--- src/rtl/core/rjn_pkg.sv ---
`default_nettype none
package rjn_pkg;

    localparam int BLANK_DEPTH_DEF = 32;
    localparam int WIN             = 5;
    localparam int QUEUE_DEPTH     = 4;

    localparam logic [7:0] CH_TAB    = 8'h09;
    localparam logic [7:0] CH_LF     = 8'h0A;
    localparam logic [7:0] CH_CR     = 8'h0D;
    localparam logic [7:0] CH_SP     = 8'h20;
    localparam logic [7:0] CH_DQ     = 8'h22;
    localparam logic [7:0] CH_HASH   = 8'h23;
    localparam logic [7:0] CH_SQ     = 8'h27;
    localparam logic [7:0] CH_COMMA  = 8'h2C;
    localparam logic [7:0] CH_COLON  = 8'h3A;
    localparam logic [7:0] CH_SEMI   = 8'h3B;
    localparam logic [7:0] CH_EQ     = 8'h3D;
    localparam logic [7:0] CH_GT     = 8'h3E;
    localparam logic [7:0] CH_BSL    = 8'h5C;
    localparam logic [7:0] CH_RBRACK = 8'h5D;
    localparam logic [7:0] CH_RBRACE = 8'h7D;
    localparam logic [7:0] CH_D      = 8'h64;
    localparam logic [7:0] CH_I      = 8'h69;
    localparam logic [7:0] CH_L      = 8'h6C;
    localparam logic [7:0] CH_N      = 8'h6E;
    localparam logic [7:0] CH_O      = 8'h6F;
    localparam logic [7:0] CH_U      = 8'h75;
    localparam logic [7:0] CH_V      = 8'h76;

    typedef enum logic [1:0] {Q_OUT, Q_DOUBLE, Q_SINGLE, Q_UNUSED} qmode_t;

    typedef enum logic [2:0] {
        B_IDLE, B_COMMA, B_PREF, B_BLANKS, B_BYTE, B_FIN, B_FIN_END
    } back_state_t;

    typedef enum logic [1:0] {TAIL_NONE, TAIL_BYTE, TAIL_FIN} tail_t;

    // One request from the front to the back: a byte, or the end of the text.
    typedef struct packed {
        logic       is_end;
        logic       last;
        logic [7:0] data;
    } tok_t;

    function automatic logic is_ident(input logic [7:0] b);
        return b inside {[8'h61:8'h7A], [8'h41:8'h5A], [8'h30:8'h39], 8'h5F};
    endfunction

    function automatic logic is_blank(input logic [7:0] b);
        return b inside {CH_SP, CH_TAB, CH_LF, CH_CR};
    endfunction

endpackage
`default_nettype wire

--- src/rtl/core/relaxed_json_normalizer.sv ---
`default_nettype none
// Relaxed JSON to strict JSON, one text byte per request. The front holds a
// five-byte look-ahead window and rewrites quotes, comments, separators and the
// words void and nil; the back removes trailing commas, keeping up to
// BLANK_DEPTH blanks after a held comma in a small RAM. A four-entry queue sits
// between them. The first five bytes of a text are taken one per cycle; after
// that the front takes a new byte only once it has processed the window front,
// and a rewrite that yields several bytes (null, an escaped quote) pushes them
// into the queue one at a time. In the back a request that yields a byte is
// popped and then emitted before the next one is popped, and releasing a held
// comma emits the comma and then each stored blank. After the request marked
// as the end of the text, the window is drained with no new byte taken, and
// the last result carries out_end (a bare end marker with no_byte when the
// final request yields nothing). Results leave through a hold stage and an
// output register, so the last byte appears once the next one is known.
module relaxed_json_normalizer
    import rjn_pkg::*;
#(
    parameter int BLANK_DEPTH = BLANK_DEPTH_DEF
) (
    input  wire logic       aclk,
    input  wire logic       aresetn,
    input  wire logic       s_valid,
    output logic            s_ready,
    input  wire logic [7:0] s_text_byte,
    input  wire logic       s_text_end,
    output logic            m_valid,
    input  wire logic       m_ready,
    output logic [7:0]      m_out_byte,
    output logic            m_no_byte,
    output logic            m_out_end,
    output logic            m_blank_overflow
);
    logic q_push;
    tok_t q_in;
    logic q_full;
    logic q_pop;
    logic q_valid;
    tok_t q_out;

    rjn_front u_front (
        .aclk        (aclk),
        .aresetn     (aresetn),
        .s_valid     (s_valid),
        .s_ready     (s_ready),
        .s_text_byte (s_text_byte),
        .s_text_end  (s_text_end),
        .tok_push    (q_push),
        .tok         (q_in),
        .q_full      (q_full)
    );

    rjn_queue u_queue (
        .aclk     (aclk),
        .aresetn  (aresetn),
        .push     (q_push),
        .push_tok (q_in),
        .full     (q_full),
        .pop      (q_pop),
        .valid    (q_valid),
        .pop_tok  (q_out)
    );

    rjn_back #(.BLANK_DEPTH(BLANK_DEPTH)) u_back (
        .aclk             (aclk),
        .aresetn          (aresetn),
        .tok_valid        (q_valid),
        .tok              (q_out),
        .tok_pop          (q_pop),
        .m_valid          (m_valid),
        .m_ready          (m_ready),
        .m_out_byte       (m_out_byte),
        .m_no_byte        (m_no_byte),
        .m_out_end        (m_out_end),
        .m_blank_overflow (m_blank_overflow)
    );

    a_no_push_when_full: assert property (@(posedge aclk) disable iff (!aresetn)
        q_push |-> !q_full)
        else $error("request pushed into a full queue");

    a_marker_is_end: assert property (@(posedge aclk) disable iff (!aresetn)
        m_valid && m_no_byte |-> m_out_end && m_out_byte == 8'h00)
        else $error("bare end marker without out_end");

    a_overflow_is_comma: assert property (@(posedge aclk) disable iff (!aresetn)
        m_valid && m_blank_overflow |-> m_out_byte == CH_COMMA && !m_no_byte)
        else $error("overflow flag on a byte other than a comma");
endmodule
`default_nettype wire

--- src/rtl/core/rjn_ram.sv ---
`default_nettype none
module rjn_ram #(
    parameter int WIDTH = 8,
    parameter int DEPTH = 32
) (
    input  wire logic                                  aclk,
    input  wire logic                                  we,
    input  wire logic [(DEPTH > 1 ? $clog2(DEPTH) : 1)-1:0] waddr,
    input  wire logic [WIDTH-1:0]                      wdata,
    input  wire logic [(DEPTH > 1 ? $clog2(DEPTH) : 1)-1:0] raddr,
    output logic      [WIDTH-1:0]                      rdata
);
    logic [WIDTH-1:0] mem [DEPTH];

    always_ff @(posedge aclk) begin
        if (we) begin
            mem[waddr] <= wdata;
        end
        rdata <= mem[raddr];
    end
endmodule
`default_nettype wire

--- src/rtl/core/rjn_queue.sv ---
`default_nettype none
module rjn_queue
    import rjn_pkg::*;
(
    input  wire logic aclk,
    input  wire logic aresetn,
    input  wire logic push,
    input  wire tok_t push_tok,
    output logic      full,
    input  wire logic pop,
    output logic      valid,
    output tok_t      pop_tok
);
    localparam int PW = $clog2(QUEUE_DEPTH);

    tok_t          mem_reg [QUEUE_DEPTH];
    logic [PW-1:0] wr_ptr_reg;
    logic [PW-1:0] rd_ptr_reg;
    logic [PW:0]   cnt_reg;
    logic          do_push;
    logic          do_pop;

    assign full    = (cnt_reg == (PW+1)'(QUEUE_DEPTH));
    assign valid   = (cnt_reg != '0);
    assign pop_tok = mem_reg[rd_ptr_reg];
    assign do_push = push && !full;
    assign do_pop  = pop && valid;

    always_ff @(posedge aclk) begin
        if (do_push) begin
            mem_reg[wr_ptr_reg] <= push_tok;
        end
        if (!aresetn) begin
            wr_ptr_reg <= '0;
            rd_ptr_reg <= '0;
            cnt_reg    <= '0;
        end else begin
            if (do_push) begin
                wr_ptr_reg <= wr_ptr_reg + 1'b1;
            end
            if (do_pop) begin
                rd_ptr_reg <= rd_ptr_reg + 1'b1;
            end
            if (do_push && !do_pop) begin
                cnt_reg <= cnt_reg + 1'b1;
            end else if (do_pop && !do_push) begin
                cnt_reg <= cnt_reg - 1'b1;
            end
        end
    end
endmodule
`default_nettype wire

--- src/rtl/core/rjn_front.sv ---
`default_nettype none
module rjn_front
    import rjn_pkg::*;
(
    input  wire logic       aclk,
    input  wire logic       aresetn,
    input  wire logic       s_valid,
    output logic            s_ready,
    input  wire logic [7:0] s_text_byte,
    input  wire logic       s_text_end,
    output logic            tok_push,
    output tok_t            tok,
    input  wire logic       q_full
);
    logic [7:0] win_reg [WIN];
    logic [2:0] fill_reg;
    qmode_t     qm_reg;
    logic       esc_reg;
    logic       com_reg;
    logic [7:0] prev_reg;
    logic       drain_reg;
    logic [1:0] ex_idx_reg;

    logic       proc_active;
    logic       accept;
    logic       end_push;
    logic       commit;
    logic [2:0] n_tok;
    logic [7:0] t [4];
    logic [2:0] used;
    qmode_t     qm_next;
    logic       esc_next;
    logic       com_next;
    logic       void_hit;
    logic       nil_hit;
    logic [7:0] c;

    assign proc_active = (fill_reg == 3'(WIN)) || (drain_reg && fill_reg != '0);
    assign s_ready     = !proc_active && !drain_reg;
    assign accept      = s_valid && s_ready;
    assign end_push    = drain_reg && fill_reg == '0 && !q_full;

    always_comb begin
        c = win_reg[0];
        void_hit = fill_reg >= 3'd4 && win_reg[0] == CH_V && win_reg[1] == CH_O
                && win_reg[2] == CH_I && win_reg[3] == CH_D && !is_ident(prev_reg)
                && (fill_reg == 3'd4 || !is_ident(win_reg[4]));
        nil_hit = fill_reg >= 3'd3 && win_reg[0] == CH_N && win_reg[1] == CH_I
                && win_reg[2] == CH_L && !is_ident(prev_reg)
                && (fill_reg == 3'd3 || !is_ident(win_reg[3]));
    end

    // Classify the window front: the bytes it turns into and how many raw bytes it takes.
    always_comb begin
        used     = 3'd1;
        n_tok    = 3'd0;
        t[0]     = c;
        t[1]     = c;
        t[2]     = c;
        t[3]     = c;
        qm_next  = qm_reg;
        esc_next = esc_reg;
        com_next = com_reg;
        if (com_reg) begin
            if (c == CH_LF || c == CH_CR) begin
                com_next = 1'b0;
                n_tok    = 3'd1;
            end
        end else if (qm_reg == Q_DOUBLE) begin
            n_tok = 3'd1;
            if (esc_reg) begin
                esc_next = 1'b0;
            end else if (c == CH_BSL) begin
                esc_next = 1'b1;
            end else if (c == CH_DQ) begin
                qm_next = Q_OUT;
            end
        end else if (qm_reg == Q_SINGLE) begin
            if (esc_reg) begin
                esc_next = 1'b0;
                if (c == CH_SQ) begin
                    n_tok = 3'd1;
                end else begin
                    n_tok = 3'd2;
                    t[0]  = CH_BSL;
                end
            end else if (c == CH_BSL) begin
                esc_next = 1'b1;
            end else if (c == CH_SQ) begin
                n_tok   = 3'd1;
                t[0]    = CH_DQ;
                qm_next = Q_OUT;
            end else if (c == CH_DQ) begin
                n_tok = 3'd2;
                t[0]  = CH_BSL;
            end else begin
                n_tok = 3'd1;
            end
        end else begin
            qm_next = Q_OUT;
            n_tok   = 3'd1;
            if (c == CH_DQ) begin
                qm_next  = Q_DOUBLE;
                esc_next = 1'b0;
            end else if (c == CH_SQ) begin
                qm_next  = Q_SINGLE;
                esc_next = 1'b0;
                t[0]     = CH_DQ;
            end else if (c == CH_HASH) begin
                com_next = 1'b1;
                n_tok    = 3'd0;
            end else if (c == CH_SEMI) begin
                t[0] = CH_COMMA;
            end else if (c == CH_EQ) begin
                t[0] = CH_COLON;
                if (fill_reg > 3'd1 && win_reg[1] == CH_GT) begin
                    used = 3'd2;
                end
            end else if (void_hit || nil_hit) begin
                used  = (c == CH_N) ? 3'd3 : 3'd4;
                n_tok = 3'd4;
                t[0]  = CH_N;
                t[1]  = CH_U;
                t[2]  = CH_L;
                t[3]  = CH_L;
            end
        end
        if (used > fill_reg) begin
            used = fill_reg;
        end
    end

    always_comb begin
        tok.is_end = end_push;
        tok.last   = drain_reg;
        tok.data   = end_push ? 8'h00 : t[ex_idx_reg];
        tok_push   = end_push || (proc_active && n_tok != '0 && !q_full);
        commit     = proc_active && (n_tok == '0
                     || (!q_full && {1'b0, ex_idx_reg} == n_tok - 3'd1));
    end

    always_ff @(posedge aclk) begin
        if (accept) begin
            win_reg[fill_reg] <= s_text_byte;
        end else if (commit) begin
            for (int i = 0; i < WIN; i++) begin
                if (i + int'(used) < WIN) begin
                    win_reg[i] <= win_reg[i + int'(used)];
                end
            end
        end
        if (!aresetn) begin
            fill_reg   <= '0;
            qm_reg     <= Q_OUT;
            esc_reg    <= 1'b0;
            com_reg    <= 1'b0;
            prev_reg   <= '0;
            drain_reg  <= 1'b0;
            ex_idx_reg <= '0;
        end else if (end_push) begin
            // The whole text is out: start the next one from the reset state.
            qm_reg    <= Q_OUT;
            esc_reg   <= 1'b0;
            com_reg   <= 1'b0;
            prev_reg  <= '0;
            drain_reg <= 1'b0;
        end else if (accept) begin
            fill_reg  <= fill_reg + 3'd1;
            drain_reg <= s_text_end;
        end else if (commit) begin
            fill_reg   <= fill_reg - used;
            qm_reg     <= qm_next;
            esc_reg    <= esc_next;
            com_reg    <= com_next;
            prev_reg   <= win_reg[used - 3'd1];
            ex_idx_reg <= '0;
        end else if (tok_push) begin
            ex_idx_reg <= ex_idx_reg + 2'd1;
        end
    end
endmodule
`default_nettype wire

--- src/rtl/core/rjn_back.sv ---
`default_nettype none
module rjn_back
    import rjn_pkg::*;
#(
    parameter int BLANK_DEPTH = BLANK_DEPTH_DEF
) (
    input  wire logic       aclk,
    input  wire logic       aresetn,
    input  wire logic       tok_valid,
    input  wire tok_t       tok,
    output logic            tok_pop,
    output logic            m_valid,
    input  wire logic       m_ready,
    output logic [7:0]      m_out_byte,
    output logic            m_no_byte,
    output logic            m_out_end,
    output logic            m_blank_overflow
);
    localparam int AW = (BLANK_DEPTH > 1) ? $clog2(BLANK_DEPTH) : 1;
    localparam int CW = $clog2(BLANK_DEPTH + 1);

    back_state_t state_reg, state_next;
    tok_t        cur_reg;
    tail_t       tail_reg;
    logic        ovf_reg;
    logic        in_str_reg;
    logic        esc_reg;
    logic        held_reg;
    logic [CW-1:0] count_reg;
    logic [CW-1:0] rel_cnt_reg;
    logic [AW-1:0] idx_reg;
    logic        any_reg;
    logic        hold_v_reg;
    logic [7:0]  hold_byte_reg;
    logic        hold_none_reg;
    logic        hold_ovf_reg;

    // Plan for the request at the queue head.
    back_state_t p_state;
    tail_t       p_tail;
    logic        p_ovf;
    logic        p_held;
    logic [CW-1:0] p_count;
    logic        p_write;

    logic        prod_v;
    logic [7:0]  prod_byte;
    logic        prod_none;
    logic        prod_ovf;
    logic        out_free;
    logic        prod_rdy;
    logic        fire;
    logic        blank_last;
    logic [AW-1:0] raddr;
    logic [7:0]  rdata;
    back_state_t tail_state;

    assign out_free   = !m_valid || m_ready;
    assign prod_rdy   = !hold_v_reg || out_free;
    assign fire       = prod_v && prod_rdy;
    assign blank_last = (CW'(idx_reg) == rel_cnt_reg - CW'(1));

    rjn_ram #(.WIDTH(8), .DEPTH(BLANK_DEPTH)) u_blank_ram (
        .aclk  (aclk),
        .we    (p_write && tok_pop),
        .waddr (count_reg[AW-1:0]),
        .wdata (tok.data),
        .raddr (raddr),
        .rdata (rdata)
    );

    always_comb begin
        p_state = B_IDLE;
        p_tail  = TAIL_NONE;
        p_ovf   = 1'b0;
        p_held  = held_reg;
        p_count = count_reg;
        p_write = 1'b0;
        if (tok.is_end) begin
            p_state = held_reg ? B_COMMA : B_FIN;
            p_tail  = TAIL_FIN;
            p_held  = 1'b0;
            p_count = '0;
        end else if (in_str_reg) begin
            p_state = B_BYTE;
        end else if (held_reg) begin
            if (is_blank(tok.data)) begin
                if (count_reg == CW'(BLANK_DEPTH)) begin
                    p_state = B_COMMA;
                    p_tail  = TAIL_BYTE;
                    p_ovf   = 1'b1;
                    p_held  = 1'b0;
                    p_count = '0;
                end else begin
                    p_write = 1'b1;
                    p_count = count_reg + CW'(1);
                end
            end else if (tok.data == CH_RBRACE || tok.data == CH_RBRACK) begin
                // Trailing comma: drop it but keep the blanks.
                p_state = (count_reg == '0) ? B_BYTE : B_PREF;
                p_tail  = TAIL_BYTE;
                p_held  = 1'b0;
                p_count = '0;
            end else begin
                p_state = B_COMMA;
                p_held  = (tok.data == CH_COMMA);
                p_tail  = (tok.data == CH_COMMA) ? TAIL_NONE : TAIL_BYTE;
                p_count = '0;
            end
        end else if (tok.data == CH_COMMA) begin
            p_held  = 1'b1;
            p_count = '0;
        end else begin
            p_state = B_BYTE;
        end
    end

    always_comb begin
        case (tail_reg)
            TAIL_BYTE: tail_state = B_BYTE;
            TAIL_FIN:  tail_state = B_FIN;
            default:   tail_state = B_IDLE;
        endcase
    end

    // Next state.
    always_comb begin
        state_next = state_reg;
        case (state_reg)
            B_IDLE: begin
                if (tok_valid) begin
                    state_next = p_state;
                end
            end
            B_COMMA: begin
                if (fire) begin
                    state_next = (rel_cnt_reg == '0) ? tail_state : B_BLANKS;
                end
            end
            B_PREF: state_next = B_BLANKS;
            B_BLANKS: begin
                if (fire && blank_last) begin
                    state_next = tail_state;
                end
            end
            B_BYTE: begin
                if (fire) begin
                    state_next = B_IDLE;
                end
            end
            B_FIN: begin
                if (any_reg || fire) begin
                    state_next = B_FIN_END;
                end
            end
            B_FIN_END: begin
                if (out_free) begin
                    state_next = B_IDLE;
                end
            end
            default: state_next = B_IDLE;
        endcase
    end

    // Outputs of the sequencer.
    always_comb begin
        tok_pop   = 1'b0;
        prod_v    = 1'b0;
        prod_byte = cur_reg.data;
        prod_none = 1'b0;
        prod_ovf  = 1'b0;
        raddr     = idx_reg;
        case (state_reg)
            B_IDLE: tok_pop = tok_valid;
            B_COMMA: begin
                prod_v    = 1'b1;
                prod_byte = CH_COMMA;
                prod_ovf  = ovf_reg;
                raddr     = '0;
            end
            B_PREF: raddr = '0;
            B_BLANKS: begin
                prod_v    = 1'b1;
                prod_byte = rdata;
                if (fire && !blank_last) begin
                    raddr = idx_reg + AW'(1);
                end
            end
            B_BYTE: prod_v = 1'b1;
            B_FIN: begin
                prod_v    = !any_reg;
                prod_byte = 8'h00;
                prod_none = 1'b1;
            end
            default: prod_v = 1'b0;
        endcase
    end

    always_ff @(posedge aclk) begin
        if (tok_pop) begin
            cur_reg     <= tok;
            tail_reg    <= p_tail;
            ovf_reg     <= p_ovf;
            rel_cnt_reg <= count_reg;
        end
        if (fire) begin
            hold_byte_reg <= prod_byte;
            hold_none_reg <= prod_none;
            hold_ovf_reg  <= prod_ovf;
        end
        if (fire && hold_v_reg) begin
            m_out_byte       <= hold_byte_reg;
            m_no_byte        <= hold_none_reg;
            m_blank_overflow <= hold_ovf_reg;
            m_out_end        <= 1'b0;
        end else if (state_reg == B_FIN_END && out_free) begin
            m_out_byte       <= hold_byte_reg;
            m_no_byte        <= hold_none_reg;
            m_blank_overflow <= hold_ovf_reg;
            m_out_end        <= 1'b1;
        end
        if (!aresetn) begin
            state_reg  <= B_IDLE;
            in_str_reg <= 1'b0;
            esc_reg    <= 1'b0;
            held_reg   <= 1'b0;
            count_reg  <= '0;
            idx_reg    <= '0;
            any_reg    <= 1'b0;
            hold_v_reg <= 1'b0;
            m_valid    <= 1'b0;
        end else begin
            state_reg <= state_next;
            if (tok_pop) begin
                held_reg  <= p_held;
                count_reg <= p_count;
                idx_reg   <= '0;
            end
            if (state_reg == B_BLANKS && fire && !blank_last) begin
                idx_reg <= idx_reg + AW'(1);
            end
            if (state_reg == B_BYTE && fire) begin
                if (in_str_reg) begin
                    if (esc_reg) begin
                        esc_reg <= 1'b0;
                    end else if (cur_reg.data == CH_BSL) begin
                        esc_reg <= 1'b1;
                    end else if (cur_reg.data == CH_DQ) begin
                        in_str_reg <= 1'b0;
                    end
                end else if (cur_reg.data == CH_DQ) begin
                    in_str_reg <= 1'b1;
                end
            end
            if (fire && (cur_reg.last || state_reg == B_FIN)) begin
                any_reg <= 1'b1;
            end
            if (fire) begin
                hold_v_reg <= 1'b1;
            end
            if (fire && hold_v_reg) begin
                m_valid <= 1'b1;
            end else if (state_reg == B_FIN_END && out_free) begin
                m_valid    <= 1'b1;
                hold_v_reg <= 1'b0;
                in_str_reg <= 1'b0;
                esc_reg    <= 1'b0;
                held_reg   <= 1'b0;
                count_reg  <= '0;
                any_reg    <= 1'b0;
            end else if (m_ready) begin
                m_valid <= 1'b0;
            end
        end
    end
endmodule
`default_nettype wire

--- config.mk ---
export PLATFORM = sky130hd
export DESIGN_NAME = relaxed_json_normalizer
export DESIGN_NICKNAME = d
export VERILOG_FILES = /design/src/rtl/core/rjn_pkg.sv /design/src/rtl/core/relaxed_json_normalizer.sv /design/src/rtl/core/rjn_ram.sv /design/src/rtl/core/rjn_queue.sv /design/src/rtl/core/rjn_front.sv /design/src/rtl/core/rjn_back.sv
export SDC_FILE = /design/constraint.sdc
export NUM_CORES = 1
export LEC_CHECK = 0
export ABC_AREA = 1
export BUFFER_PORTS_ARGS = -buffer_cell sky130_fd_sc_hd__buf_2
export CAP_MARGIN = 20
export CORE_MARGIN = 1
export CORE_UTILIZATION = 55
export CTS_CLUSTER_SIZE = 30
export DETAILED_ROUTE_END_ITERATION = 10
export MAX_ROUTING_LAYER = met4
export PLACE_DENSITY = 0.69
export SETUP_SLACK_MARGIN = 0.4
export SLEW_MARGIN = 20
export SYNTH_ARGS = -nofsm -noshare
export SYNTH_HDL_FRONTEND = slang
export SYNTH_SLANG_ARGS = --single-unit
export TNS_END_PERCENT = 20
--- constraint.sdc ---
create_clock -name aclk -period 5.4 [get_ports aclk]
set_input_delay 0.81 -clock aclk [delete_from_list [all_inputs] [get_ports aclk]]
set_output_delay 0.81 -clock aclk [all_outputs]
set_load 0.005 [all_outputs]
==> summary.md <==
| Metric | Value |
|---|---|
| RD Place Congestion | 1.05 |
| First-pass GRT wire length | 106 mm |
| Synth Instances | 2,686 |
| DR iter-0 viols | 1,831 |
| Total power | 16.1 mW |
| Clock sinks | 454 |
| Die X | 208 um |
| R2R depth | 22 |
| Filler cell count | 3,630 |
| Fin. max-slew vios | 0 |
| Critical Path Start Type | flop |
| Startpoint of the worst register-to-register path | u_front.win_reg[0][6]$_DFFE_PP_ |
| Setup crit end | u_front.win_reg[0][4]$_DFFE_PP_ |
| Area delta synth->final | 10.1% |
| Clock Path Buffers | 3 |
| DRC | 0 |
| CTS Buf Count | 48 |
| # port buffers | 25 |
| Pin count of the biggest net entering global routing | 130 |
| Endpoints failing hold | 0 |
| Post-synthesis cell area | 0.0234 mm2 |
| Final Cycle Share | 0.885 |
| Arrival time at the worst endpoint | 5.15 ns |
| Fraction of layout cells with a size suffix above 1 | 0.0829 |
| Initial Utilization | 0.557 |
| Max reg flops | 256 |
| Router iterations before antenna repair | 7 |
| CTS tree | done |
| Seq/Total Area, Yosys | 0.559 |
| Reg2reg end | u_front.win_reg[0][4]$_DFFE_PP_ |
| Pwr dens | 626 mW/mm2 |
| Critical path class | reg2reg |
| Post-DRT Antenna Nets | 0 |
| DR vias | 19.1k |
| RSZ-0062 raised after global routing | yes |
| Final setup TNS | 0 ns |
| Clock transition at path regs | 0.06 ns |
| #FFs+latches synth | 454 |
| Slew margin rel. | 0.296 |
| DPL Wire Length | 46.5 mm |
| Leak | 10.6 nW |
| Gr ovfl total | 0 |
| Vias in the first global route | 18.6k |
| Total track usage | 0.330 |
| Crit path capture type | flop |
| Average size of a mapped cell | 8.70 um2 |
| Final Net Count | 2,751 |
| Final Util | 0.614 |
| Commonest cells after routing, fill and taps aside | nand2_1 (803), nand3_1 (499), edfxtp_1 (398), inv_1 (249), nor2_1 (145) |
| WHS Path Cells | 0 |
| Status | complete, no violations |
| Die Y | 208 um |
| Via/cell ratio | 5.80 |
| H-tree depth | 2 |
| Crit path max fanout | 16 |
| Latest clock arrival within the worst-skew pair | 0.59 ns |
| Data required, critical path | 5.77 ns |
| Maximum vdd drop | 949 uV |
| Initial antenna violation count | 1 |
| Die ar. | 0.0433 mm2 |
| Core Area | 0.0419 mm2 |
| Root Buffer | clkbuf_16 |
| R2r setup slk | 0.62 ns |
| FMAX | 209 MHz |
| Routed len/inst | 20.9 um |
| Number of hold buffers added after cts | 0 |
| HP Class | reg2reg |
| Row count | 75 |
| Number of diodes | 0 |
| Io pins | 26 |
| Worst Tran Pin Value | 1.05 ns |
| Worst Clk Skew | 0.0147 ns |
| Hold WS | 0.417 ns |
| Unique masters post-synth | 58 |
| Crit path time final | 4.78 ns |
| Max-cap viol count | 0 |
| Crit. Startpoint | u_front.win_reg[0][6]$_DFFE_PP_ |
| Drt total wl | 68.9 mm |
| YS warnings | 0 |
| Setup violators final | 0 |
| Commonest non-fill, non-tap cell in the layout | nand2_1 |
==> per-layer routing <==
layer / GRT usage / up-vias / wire length, um
li1: - / 9113 / -
met1: 0.403 / 9004 / 27300
met2: 0.534 / 775 / 33300
met3: 0.0418 / 200 / 4230
met4: 0.180 / 0 / 4010
met5: - / - / 0
==> critical path: stages, from the launching register on <==
cell	delay, ns
edfxtp_1	0.50
buf_4	0.21
nor2_1	0.16
inv_2	0.09
nor2_4	0.15
nand3_2	0.16
nand2_1	0.11
nor2_2	0.04
nand2_1	0.12
nor3_4	0.07
nand2_1	0.13
inv_1	0.06
ha_1	0.31
nand2_1	0.06
o21ai_0	0.16
inv_1	0.11
o21ai_2	0.66
clkinv_2	0.17
ha_1	0.25
a31o_2	0.25
nor2_4	0.40
nand2_1	0.15
o21ai_1	0.22
==> kinds of logic after synthesis <==
group                      synth area share
AOI/OAI and AO/OA                    0.0543
xor gates and xnor gates            0.00626
adders and majority gates            0.0151
buffers and inverters                0.0701
DFF                                   0.559
other                              0.000160
and+or+nand+nor                       0.295
==> final cells by class <==
class                      instances  area, um2  area share
inverter                         268       1010      0.0391
clock buffer                      63       1300      0.0504
tap                              539        674      0.0262
timing repair buffer              94        693      0.0269
clock inverter                    26        219     0.00850
multi-input combinational       1845       8780       0.341
sequential                       454      13100       0.508
==> power by group <==
| part | switching, mW | leakage [nW] | internal, mW |
|---|---|---|---|
| Clock | 1.39 | 0.747 | 1.81 |
| Sequential | 0.279 | 4.07 | 4.67 |
| Combinational | 5.65 | 5.82 | 2.33 |
==> synthesized netlist by cell type, drive strengths merged <==
cell | instances | share of area
a2111oi | 1 | 0.00037
a211oi | 3 | 0.00096
a21boi | 1 | 0.00032
a21o | 1 | 0.00032
a21oi | 64 | 0.014
a22oi | 1 | 0.00032
a311oi | 1 | 0.00037
a31o | 1 | 0.00037
a31oi | 8 | 0.0021
a32o | 2 | 0.00086
a32oi | 3 | 0.0011
and2 | 2 | 0.00054
buf | 83 | 0.020
clkbuf | 43 | 0.0069
clkinv | 3 | 0.00054
conb | 1 | 0.00016
dfxtp | 56 | 0.048
edfxtp | 398 | 0.51
fa | 2 | 0.0017
ha | 25 | 0.013
inv | 265 | 0.043
nand2 | 817 | 0.13
nand3 | 503 | 0.11
nand3b | 43 | 0.014
nand4 | 10 | 0.0027
nor2 | 158 | 0.028
nor3 | 25 | 0.0060
nor4 | 10 | 0.0027
o2111ai | 1 | 0.00037
o211ai | 8 | 0.0026
o21a | 1 | 0.00032
o21ai | 117 | 0.025
o221ai | 1 | 0.00037
o22ai | 8 | 0.0021
o311a | 1 | 0.00043
o311ai | 1 | 0.00037
o31ai | 3 | 0.00096
xnor2 | 7 | 0.0029
xor2 | 8 | 0.0033
==> stage by stage <==
step | instance area (um2) | instances | worst slack, ns
2_1_floorplan | 23400 | 2693 | 0.686
6_report | 25700 | 3289 | 0.620
3_3_place_gp | 24200 | 3196 | 0.468
4_1_cts | 25700 | 3285 | 0.439
3_5_place_dp | 24200 | 3196 | 0.401
5_1_grt | 25700 | 3289 | 0.329
==> repair_timing <==
action	4_1_cts	5_1_grt
setup endpoints to repair	8	73
buffers inserted	0	4
resized for setup	1	6
==> worst min-delay path by stage <==
stage | start | to
6_report | u_back.hold_byte_reg[5]$_DFFE_PP_ | u_back.m_out_byte[5]$_DFFE_PP_
5_1_grt | u_back.hold_byte_reg[5]$_DFFE_PP_ | u_back.m_out_byte[5]$_DFFE_PP_
4_1_cts | u_back.hold_byte_reg[3]$_DFFE_PP_ | u_back.m_out_byte[3]$_DFFE_PP_
3_5_place_dp | u_back.hold_byte_reg[3]$_DFFE_PP_ | u_back.m_out_byte[3]$_DFFE_PP_
3_3_place_gp | u_back.hold_byte_reg[5]$_DFFE_PP_ | u_back.m_out_byte[5]$_DFFE_PP_
2_1_floorplan | u_back.hold_ovf_reg$_SDFFCE_PN0P_ | u_back.m_blank_overflow$_DFFE_PP_
Note: power is estimated with default switching activity, not from simulation.
